--- config.mk ---
export PLATFORM = sky130hd
export DESIGN_NAME = wake_frame_receiver_flat
export DESIGN_NICKNAME = d
export VERILOG_FILES = /design/src/rtl/core/wfr_pkg.sv /design/src/rtl/core/wfr_ifs.sv /design/src/rtl/core/wake_frame_receiver.sv /design/src/flat_wrapper.sv
export SDC_FILE = /design/constraint.sdc
export NUM_CORES = 1
export LEC_CHECK = 0
export ABC_AREA = 1
export BUFFER_PORTS_ARGS = -buffer_cell sky130_fd_sc_hd__buf_2
export CAP_MARGIN = 5
export CORE_ASPECT_RATIO = 1.25
export CORE_MARGIN = 8
export CORE_UTILIZATION = 30
export CTS_CLUSTER_DIAMETER = 200
export DETAILED_ROUTE_END_ITERATION = 16
export GPL_ROUTABILITY_DRIVEN = 1
export PLACE_DENSITY = 0.49
export SKIP_LAST_GASP = 1
export SYNTH_ARGS = -nofsm -noshare
export SYNTH_HDL_FRONTEND = slang
export SYNTH_SLANG_ARGS = --single-unit
--- constraint.sdc ---
create_clock -name clk -period 4.5 [get_ports clk]
set_input_delay 0 -clock clk [delete_from_list [all_inputs] [get_ports clk]]
set_output_delay 0 -clock clk [all_outputs]
set_load 0.05 [all_outputs]
--- src/rtl/core/wfr_pkg.sv ---
// shared types, constants and the crc-8 helper for the wake frame receiver
package wfr_pkg;

  localparam logic [7:0] FEND_BYTE  = 8'hC0;
  localparam logic [7:0] FESC_BYTE  = 8'hDB;
  localparam logic [7:0] TFEND_BYTE = 8'hDC;
  localparam logic [7:0] TFESC_BYTE = 8'hDD;
  localparam logic [7:0] CRC_PRESET = 8'hDE;
  localparam logic [7:0] CRC_POLY   = 8'h18;

  // largest payload length that a count byte may declare
  localparam logic [8:0] MAX_PAYLOAD = 9'd255;

  typedef enum logic [2:0] {
    PH_IDLE  = 3'd0,
    PH_ADDR  = 3'd1,
    PH_CMD   = 3'd2,
    PH_COUNT = 3'd3,
    PH_DATA  = 3'd4
  } phase_t;

  typedef enum logic [1:0] {
    KIND_DATA   = 2'd0,
    KIND_ACCEPT = 2'd1,
    KIND_ERROR  = 2'd2
  } kind_t;

  // reflected crc-8, one bit per step, lsb first
  function automatic logic [7:0] crc_fold(input logic [7:0] crc_in, input logic [7:0] b_in);
    logic [7:0] crc;
    logic [7:0] b;
    crc = crc_in;
    b   = b_in;
    for (int i = 0; i < 8; i++) begin
      if ((b[0] ^ crc[0]) == 1'b1) begin
        crc = ((crc ^ CRC_POLY) >> 1) | 8'h80;
      end else begin
        crc = (crc >> 1) & 8'h7F;
      end
      b = b >> 1;
    end
    return crc;
  endfunction

endpackage

--- src/rtl/core/wfr_ifs.sv ---
// valid/ready channel interfaces for received bytes and frame results
interface wfr_in_if;
  logic       valid;
  logic       ready;
  logic [7:0] rx_byte;

  modport source (output valid, output rx_byte, input ready);
  modport sink   (input valid, input rx_byte, output ready);
endinterface

interface wfr_out_if import wfr_pkg::*; ();
  logic       valid;
  logic       ready;
  kind_t      kind;
  logic [7:0] data_value;
  logic [7:0] data_index;
  logic [6:0] command_code;
  logic [7:0] payload_length;

  modport source (output valid, output kind, output data_value, output data_index,
                  output command_code, output payload_length, input ready);
  modport sink   (input valid, input kind, input data_value, input data_index,
                  input command_code, input payload_length, output ready);
endinterface

--- src/rtl/core/wake_frame_receiver.sv ---
// wake frame receiver: byte unstuffing, address filter, crc-8 check, result stream
//
//   channel  | dir | payload                                        | transfer
//   in_ch    | in  | rx_byte                                        | valid & ready
//   out_ch   | out | kind, data_value, data_index, command_code,    | valid & ready
//            |     | payload_length                                 |
//   cfg      | in  | cfg_wdata (own_address)                        | cfg_we
//
// one byte per cycle while out_ch does not stall; after its transfer a byte is held in the input register,
// then frame decode and crc fold move it into the result register
// rst_n is synchronous: clears the frame state, own_address and both valid flags
// a stalled result holds the input register; only then does in_ch.ready drop
module wake_frame_receiver import wfr_pkg::*; (
  input  logic            clk,
  input  logic            rst_n,
  wfr_in_if.sink          in_ch,
  wfr_out_if.source       out_ch,
  input  logic            cfg_we,
  input  logic [6:0]      cfg_wdata
);

  logic       in_valid_r;
  logic [7:0] in_byte_r;
  logic       consume;

  logic [6:0] own_addr_r;
  phase_t     phase_r, phase_nxt;
  logic [7:0] prev_r, prev_nxt;
  logic [7:0] crc_r, crc_nxt;
  logic [6:0] cmd_r, cmd_nxt;
  logic [7:0] len_r, len_nxt;
  logic [7:0] ptr_r, ptr_nxt;

  logic       res_valid;
  kind_t      res_kind;
  logic [7:0] res_value;
  logic [7:0] res_index;
  logic [6:0] res_cmd;
  logic [7:0] res_len;

  logic       out_valid_r;
  kind_t      out_kind_r;
  logic [7:0] out_value_r;
  logic [7:0] out_index_r;
  logic [6:0] out_cmd_r;
  logic [7:0] out_len_r;

  assign consume     = in_valid_r && (!out_valid_r || out_ch.ready);
  assign in_ch.ready = !in_valid_r || consume;

  always_ff @(posedge clk) begin
    if (!rst_n) begin
      in_valid_r <= 1'b0;
    end else if (in_ch.ready) begin
      in_valid_r <= in_ch.valid;
    end
    if (in_ch.ready) begin
      in_byte_r <= in_ch.rx_byte;
    end
  end

  always_ff @(posedge clk) begin
    if (!rst_n) begin
      own_addr_r <= '0;
    end else if (cfg_we) begin
      own_addr_r <= cfg_wdata;
    end
  end

  // frame decode for the byte in the input register
  always_comb begin
    logic [7:0] ub;
    logic       stop;
    phase_t     act_phase;
    logic [7:0] fold_byte;
    logic       fold_en;

    ub        = in_byte_r;
    stop      = 1'b0;
    act_phase = phase_r;
    fold_byte = in_byte_r;
    fold_en   = 1'b0;

    phase_nxt = phase_r;
    prev_nxt  = prev_r;
    crc_nxt   = crc_r;
    cmd_nxt   = cmd_r;
    len_nxt   = len_r;
    ptr_nxt   = ptr_r;

    res_valid = 1'b0;
    res_kind  = KIND_DATA;
    res_value = '0;
    res_index = '0;
    res_cmd   = '0;
    res_len   = '0;

    if (in_byte_r == FEND_BYTE) begin
      prev_nxt  = in_byte_r;
      crc_nxt   = crc_fold(CRC_PRESET, FEND_BYTE);
      phase_nxt = PH_ADDR;
    end else if (phase_r != PH_ADDR && phase_r != PH_CMD &&
                 phase_r != PH_COUNT && phase_r != PH_DATA) begin
      phase_nxt = PH_IDLE;
    end else begin
      prev_nxt = in_byte_r;
      priority if (prev_r == FESC_BYTE) begin
        priority if (in_byte_r == TFESC_BYTE) begin
          ub = FESC_BYTE;
        end else if (in_byte_r == TFEND_BYTE) begin
          ub = FEND_BYTE;
        end else begin
          stop      = 1'b1;
          res_valid = 1'b1;
          res_kind  = KIND_ERROR;
          phase_nxt = PH_IDLE;
        end
      end else if (in_byte_r == FESC_BYTE) begin
        // lone escape: only remembered
        stop = 1'b1;
      end else begin
        ub = in_byte_r;
      end

      if (!stop && phase_r == PH_ADDR) begin
        if (ub[7]) begin
          stop = 1'b1;
          if (ub[6:0] == 7'd0 || ub[6:0] == own_addr_r) begin
            fold_en   = 1'b1;
            fold_byte = {1'b0, ub[6:0]};
            phase_nxt = PH_CMD;
          end else begin
            phase_nxt = PH_IDLE;
          end
        end else begin
          // no address byte: this one is already the command
          act_phase = PH_CMD;
        end
      end

      if (!stop) begin
        fold_byte = ub;
        unique case (act_phase)
          PH_CMD: begin
            if (ub[7]) begin
              res_valid = 1'b1;
              res_kind  = KIND_ERROR;
              phase_nxt = PH_IDLE;
            end else begin
              cmd_nxt   = ub[6:0];
              fold_en   = 1'b1;
              phase_nxt = PH_COUNT;
            end
          end
          PH_COUNT: begin
            if ({1'b0, ub} > MAX_PAYLOAD) begin
              res_valid = 1'b1;
              res_kind  = KIND_ERROR;
              phase_nxt = PH_IDLE;
            end else begin
              len_nxt   = ub;
              fold_en   = 1'b1;
              ptr_nxt   = '0;
              phase_nxt = PH_DATA;
            end
          end
          PH_DATA: begin
            if (ptr_r < len_r) begin
              ptr_nxt   = ptr_r + 8'd1;
              fold_en   = 1'b1;
              res_valid = 1'b1;
              res_kind  = KIND_DATA;
              res_value = ub;
              res_index = ptr_r;
            end else if (ub != crc_r) begin
              res_valid = 1'b1;
              res_kind  = KIND_ERROR;
              phase_nxt = PH_IDLE;
            end else begin
              res_valid = 1'b1;
              res_kind  = KIND_ACCEPT;
              res_cmd   = cmd_r;
              res_len   = len_r;
              phase_nxt = PH_IDLE;
            end
          end
          default: begin
            phase_nxt = PH_IDLE;
          end
        endcase
      end

      if (fold_en) begin
        crc_nxt = crc_fold(crc_r, fold_byte);
      end
    end
  end

  always_ff @(posedge clk) begin
    if (!rst_n) begin
      phase_r <= PH_IDLE;
      prev_r  <= '0;
      crc_r   <= '0;
      cmd_r   <= '0;
      len_r   <= '0;
      ptr_r   <= '0;
    end else if (consume) begin
      phase_r <= phase_nxt;
      prev_r  <= prev_nxt;
      crc_r   <= crc_nxt;
      cmd_r   <= cmd_nxt;
      len_r   <= len_nxt;
      ptr_r   <= ptr_nxt;
    end
  end

  always_ff @(posedge clk) begin
    if (!rst_n) begin
      out_valid_r <= 1'b0;
    end else if (consume) begin
      out_valid_r <= res_valid;
    end else if (out_ch.ready) begin
      out_valid_r <= 1'b0;
    end
    if (consume) begin
      out_kind_r  <= res_kind;
      out_value_r <= res_value;
      out_index_r <= res_index;
      out_cmd_r   <= res_cmd;
      out_len_r   <= res_len;
    end
  end

  assign out_ch.valid          = out_valid_r;
  assign out_ch.kind           = out_kind_r;
  assign out_ch.data_value     = out_value_r;
  assign out_ch.data_index     = out_index_r;
  assign out_ch.command_code   = out_cmd_r;
  assign out_ch.payload_length = out_len_r;

endmodule

--- src/flat_wrapper.sv ---
// flat-port wrapper written by rule: the top's interface ports become plain ports
module wake_frame_receiver_flat import wfr_pkg::*;
  (clk, rst_n, cfg_we, cfg_wdata, in_ch_valid, in_ch_rx_byte, in_ch_ready, out_ch_valid, out_ch_kind, out_ch_data_value, out_ch_data_index, out_ch_command_code, out_ch_payload_length, out_ch_ready);
  wfr_in_if in_ch_i ();
  wfr_out_if out_ch_i ();
  input  logic clk;
  input  logic rst_n;
  input  logic cfg_we;
  input  logic [6:0] cfg_wdata;
  input wire logic [$bits(in_ch_i.valid)-1:0] in_ch_valid;
  input wire logic [$bits(in_ch_i.rx_byte)-1:0] in_ch_rx_byte;
  output wire logic [$bits(in_ch_i.ready)-1:0] in_ch_ready;
  output wire logic [$bits(out_ch_i.valid)-1:0] out_ch_valid;
  output wire logic [$bits(out_ch_i.kind)-1:0] out_ch_kind;
  output wire logic [$bits(out_ch_i.data_value)-1:0] out_ch_data_value;
  output wire logic [$bits(out_ch_i.data_index)-1:0] out_ch_data_index;
  output wire logic [$bits(out_ch_i.command_code)-1:0] out_ch_command_code;
  output wire logic [$bits(out_ch_i.payload_length)-1:0] out_ch_payload_length;
  input wire logic [$bits(out_ch_i.ready)-1:0] out_ch_ready;
  assign in_ch_i.valid = in_ch_valid;
  assign in_ch_i.rx_byte = in_ch_rx_byte;
  assign in_ch_ready = in_ch_i.ready;
  assign out_ch_valid = out_ch_i.valid;
  assign out_ch_kind = out_ch_i.kind;
  assign out_ch_data_value = out_ch_i.data_value;
  assign out_ch_data_index = out_ch_i.data_index;
  assign out_ch_command_code = out_ch_i.command_code;
  assign out_ch_payload_length = out_ch_i.payload_length;
  assign out_ch_i.ready = out_ch_ready;
  wake_frame_receiver u_core (.clk(clk), .rst_n(rst_n), .in_ch(in_ch_i), .out_ch(out_ch_i), .cfg_we(cfg_we), .cfg_wdata(cfg_wdata));
endmodule
==> qor.tcl <==
set qor(run_status) {finished, final reports clean}
set qor(critPathLaunchType) {register}
set qor(pin_count) 55
set qor(gp_congestion) 0.9545
set qor(number_of_nets_in_the_synthesized_netlist) 588
set qor(design.core.area_um2) 15310
set qor(insertedDiodeCount) 0
set qor(wirelength_met1_um) 5019
set qor(globalRouteTotalUtil) 0.1221
set qor(grt_setup_unrepaired) {no}
set qor(layout.cells.most_common) {nand2_1}
set qor(nets) 662
set qor(worstSkewPairLatency_ns) 0.34
set qor(area_of_the_mapped_netlist_um2) 4631
set qor(yosys_warn_count) 0
set qor(worst_hold_path_type) {in -> reg}
set qor(final_hpwl_from_detailed_placement_um) 8907
set qor(drt_iter0_drc) 231
set qor(cp.required_ns) 4.76
set qor(placement.setup.worst_slack_ns) 1.664
set qor(antenna_found_initial) 0
set qor(static-leakage-power_nw) 2.452
set qor(drcViolationCount) 0
set qor(post_synthesis_average_cell_area_um2) 8.269
set qor(setup_skew_after_layout_ns) 0.007264
set qor(worst-setup-path-type) {reg -> reg}
set qor(htree_levels) 3
set qor(cts_resized) 0
set qor(via_per_inst) 4.619
set qor(fraction_of_final_layout_cells_sized_beyond_drive_strength_1) 0.1862
set qor(placement_cell_area_um2) 5055
set qor(design_area_um2) 5568
set qor(drt.antenna.violating_nets) 0
set qor(worst_slew_pin_slew_ns) 0.6906
set qor(critical-path-slowest-cell) {edfxtp_1}
set qor(largest_delay_contributor_family_on_the_critical_path) {simple AND/OR/NAND/NOR gates}
set qor(layout_common_cells) {nand2_1 (90), inv_1 (82), nor2_1 (61)}
set qor(final_hold_viol_count) 0
set qor(highest-signal-layer) {met4}
set qor(fmaxAchievable_mhz) 350.2
set qor(report.power.total_mw) 1.777
set qor(routed_wl_um) 11710
set qor(final_max_slew_viol_count) 0
set qor(clock_buffers_created_by_tritoncts) 9
set qor(postCtsSetupBuffers) 0
set qor(hold_ws_ns) 0.06781
set qor(std_cell_rows) 51
set qor(distinct_cell_type_count_after_synthesis) 45
set qor(cts-root-buf) {clkbuf_16}
set qor(post_synth_inst_count) 560
set qor(powerDensity_nw_per_um2) 319.1
set qor(final.setup.tns_ns) 0
set qor(grt_overflow) 0
set qor(fp.dieH_um) 154.9
set qor(cts_tree) {built}
set qor(grt_first_pass_wirelength_um) 18990
set qor(finalCriticalPeriod_ns) 2.856
set qor(cp_common_cell) {inv_1}
set qor(cts_buffer_depth) 2
set qor(yosys_register_bits) 92
set qor(clk_transition_reported_paths_ns) 0.07
set qor(tcrit_tclk_final) 0.6346
set qor(seq_total_area_yosys) 0.4864
set qor(starting_density_of_the_core) 0.3024
set qor(io_buffers) 54
set qor(detailroute.wirelength.met3_um) 355
set qor(power.ir.vdd_worst_mv) 0.1407
set qor(routedWlPerCell_um) 14.21
set qor(worst-path-max-fanout) 17
set qor(detail_route.first_pass.iterations) 5
set qor(grt_start_max_net_pins) 35
set qor(slew-limit-headroom) 0.5383
set qor(area_growth_pct) 20.24
set qor(number_of_global_route_vias_before_repair) 3815
set qor(cap_violations) 0
set qor(worst_path_largest_cell_delay_ns) 0.62
set qor(synth_flop_cell) {dfxtp_1}
set qor(timing.final.ws_setup_ns) 1.644
set qor(num_vias) 3806
set qor(setup-violations-final) 0
set qor(cts_num_sinks) 92
set qor(routed_length_on_met2_um) 6170
set qor(die_area_um2) 19690
set qor(die_extent_in_x_um) 127.1
set qor(n_fill_cell) 1648
set qor(count_of_flip_flops_with_a_built_in_enable_after_synthesis) 41
set qor(path_buf_inv) 5
set qor(critical_path_capture_point_type) {register}
set qor(asyncSetResetFlopFracSynth) 0
set qor(worst_ep_arrival_time_ns) 3.11
set qor(cp_cell_sequence) {nand2_2, inv_2, nand2_2, nor4_1, nor2_1, inv_1, nor2_1, inv_1, nor2_8, nand2_2, inv_1, nor2_1, inv_1, nor3b_1}
==> synth_stat cells (all sizes together) (2+ instances only) <==
library cell | instances | area share
nand2 | 117 | 0.12
nor2 | 68 | 0.067
xnor2 | 2 | 0.0038
a21oi | 52 | 0.057
clkbuf | 6 | 0.0049
o21ai | 39 | 0.042
buf | 7 | 0.013
dfxtp | 51 | 0.22
nor4 | 5 | 0.0081
ha | 8 | 0.022
inv | 86 | 0.070
a211oi | 2 | 0.0032
nand3 | 42 | 0.050
nor3 | 6 | 0.0076
xor2 | 7 | 0.013
or2 | 2 | 0.0032
o211ai | 2 | 0.0032
edfxtp | 41 | 0.27
clkinv | 3 | 0.0024
nand4 | 5 | 0.0068
==> sequential cells by signal (all words and copies together) (netlist names), 2 cells and up <==
signal / flops
u_core.crc_r: 8
u_core.in_byte_r: 8
u_core.len_r: 8
u_core.out_ch.data_index: 8
u_core.out_ch.data_value: 8
u_core.out_ch.payload_length: 8
u_core.prev_r: 8
u_core.ptr_r: 8
u_core.cmd_r: 7
u_core.out_ch.command_code: 7
u_core.own_addr_r: 7
u_core.phase_r: 3
u_core.out_ch.kind: 2
==> worst min-delay path, cell delays in order <==
cell	delay, ns
buf_2	0.13
clkinv_1	0.15
a21oi_1	0.08
==> path summary, 6_finish.rpt <==
kind	startpoint	endpoint	slack, ns	depth (start not counted)
setup reg to reg	u_core.in_byte_r[6]	u_core.ptr_r[3]	1.64	14
hold reg to reg	u_core.cmd_r[4]	u_core.cmd_r[4]	0.47	2
setup / recovery	u_core.in_byte_r[6]	u_core.ptr_r[3]	1.64	14
hold / removal	cfg_we	u_core.own_addr_r[2]	0.07	3
==> power breakdown <==
part | leakage, nW | internal (mW) | switching (mW)
clock | 0.141 | 0.437 | 0.331
combinational | 1.43 | 0.0457 | 0.0708
sequential | 0.885 | 0.879 | 0.0131
total | 2.45 | 1.36 | 0.415
==> routing by layer <==
metal / vias up / global-route usage
met5: - / 0
met4: 0 / 0.04940
met3: 8 / 0.02568
met2: 59 / 0.2226
met1: 1766 / 0.1346
li1: 1973 / -
==> through the flow <==
stage	utilization	instances
6_report	0.3636	824
5_1_grt	0.3636	824
3_5_place_dp	0.3301	787
3_3_place_gp	0.3301	787
4_1_cts	0.3636	824
2_1_floorplan	-	560
==> timing repair <==
item | in CTS | in global routing
hold endpoints to repair | 17 | 0
hold buffers | 21 | 0
setup endpoints to repair | 0 | 0
==> final cells by class <==
class / count / area (µm²) / area share
inverters: 89 / 336.6 / 0.06045
clock buffers: 10 / 229.0 / 0.04112
clock inverters: 6 / 73.82 / 0.01326
repair buffers: 77 / 495.5 / 0.08899
multi-input cells: 365 / 1949 / 0.3501
well taps: 185 / 231.5 / 0.04157
flip-flops and latches: 92 / 2252 / 0.4045
==> cell families after synthesis <==
kind of cell / share of synthesized area
AND/OR/NAND/NOR: 0.2648
buffers and inverters: 0.09268
XOR/XNOR: 0.01702
adder cells (fa/ha/maj): 0.02162
flip-flops: 0.4864
AO/OA/AOI/OAI: 0.1175
(Power assumes the default switching activity.)
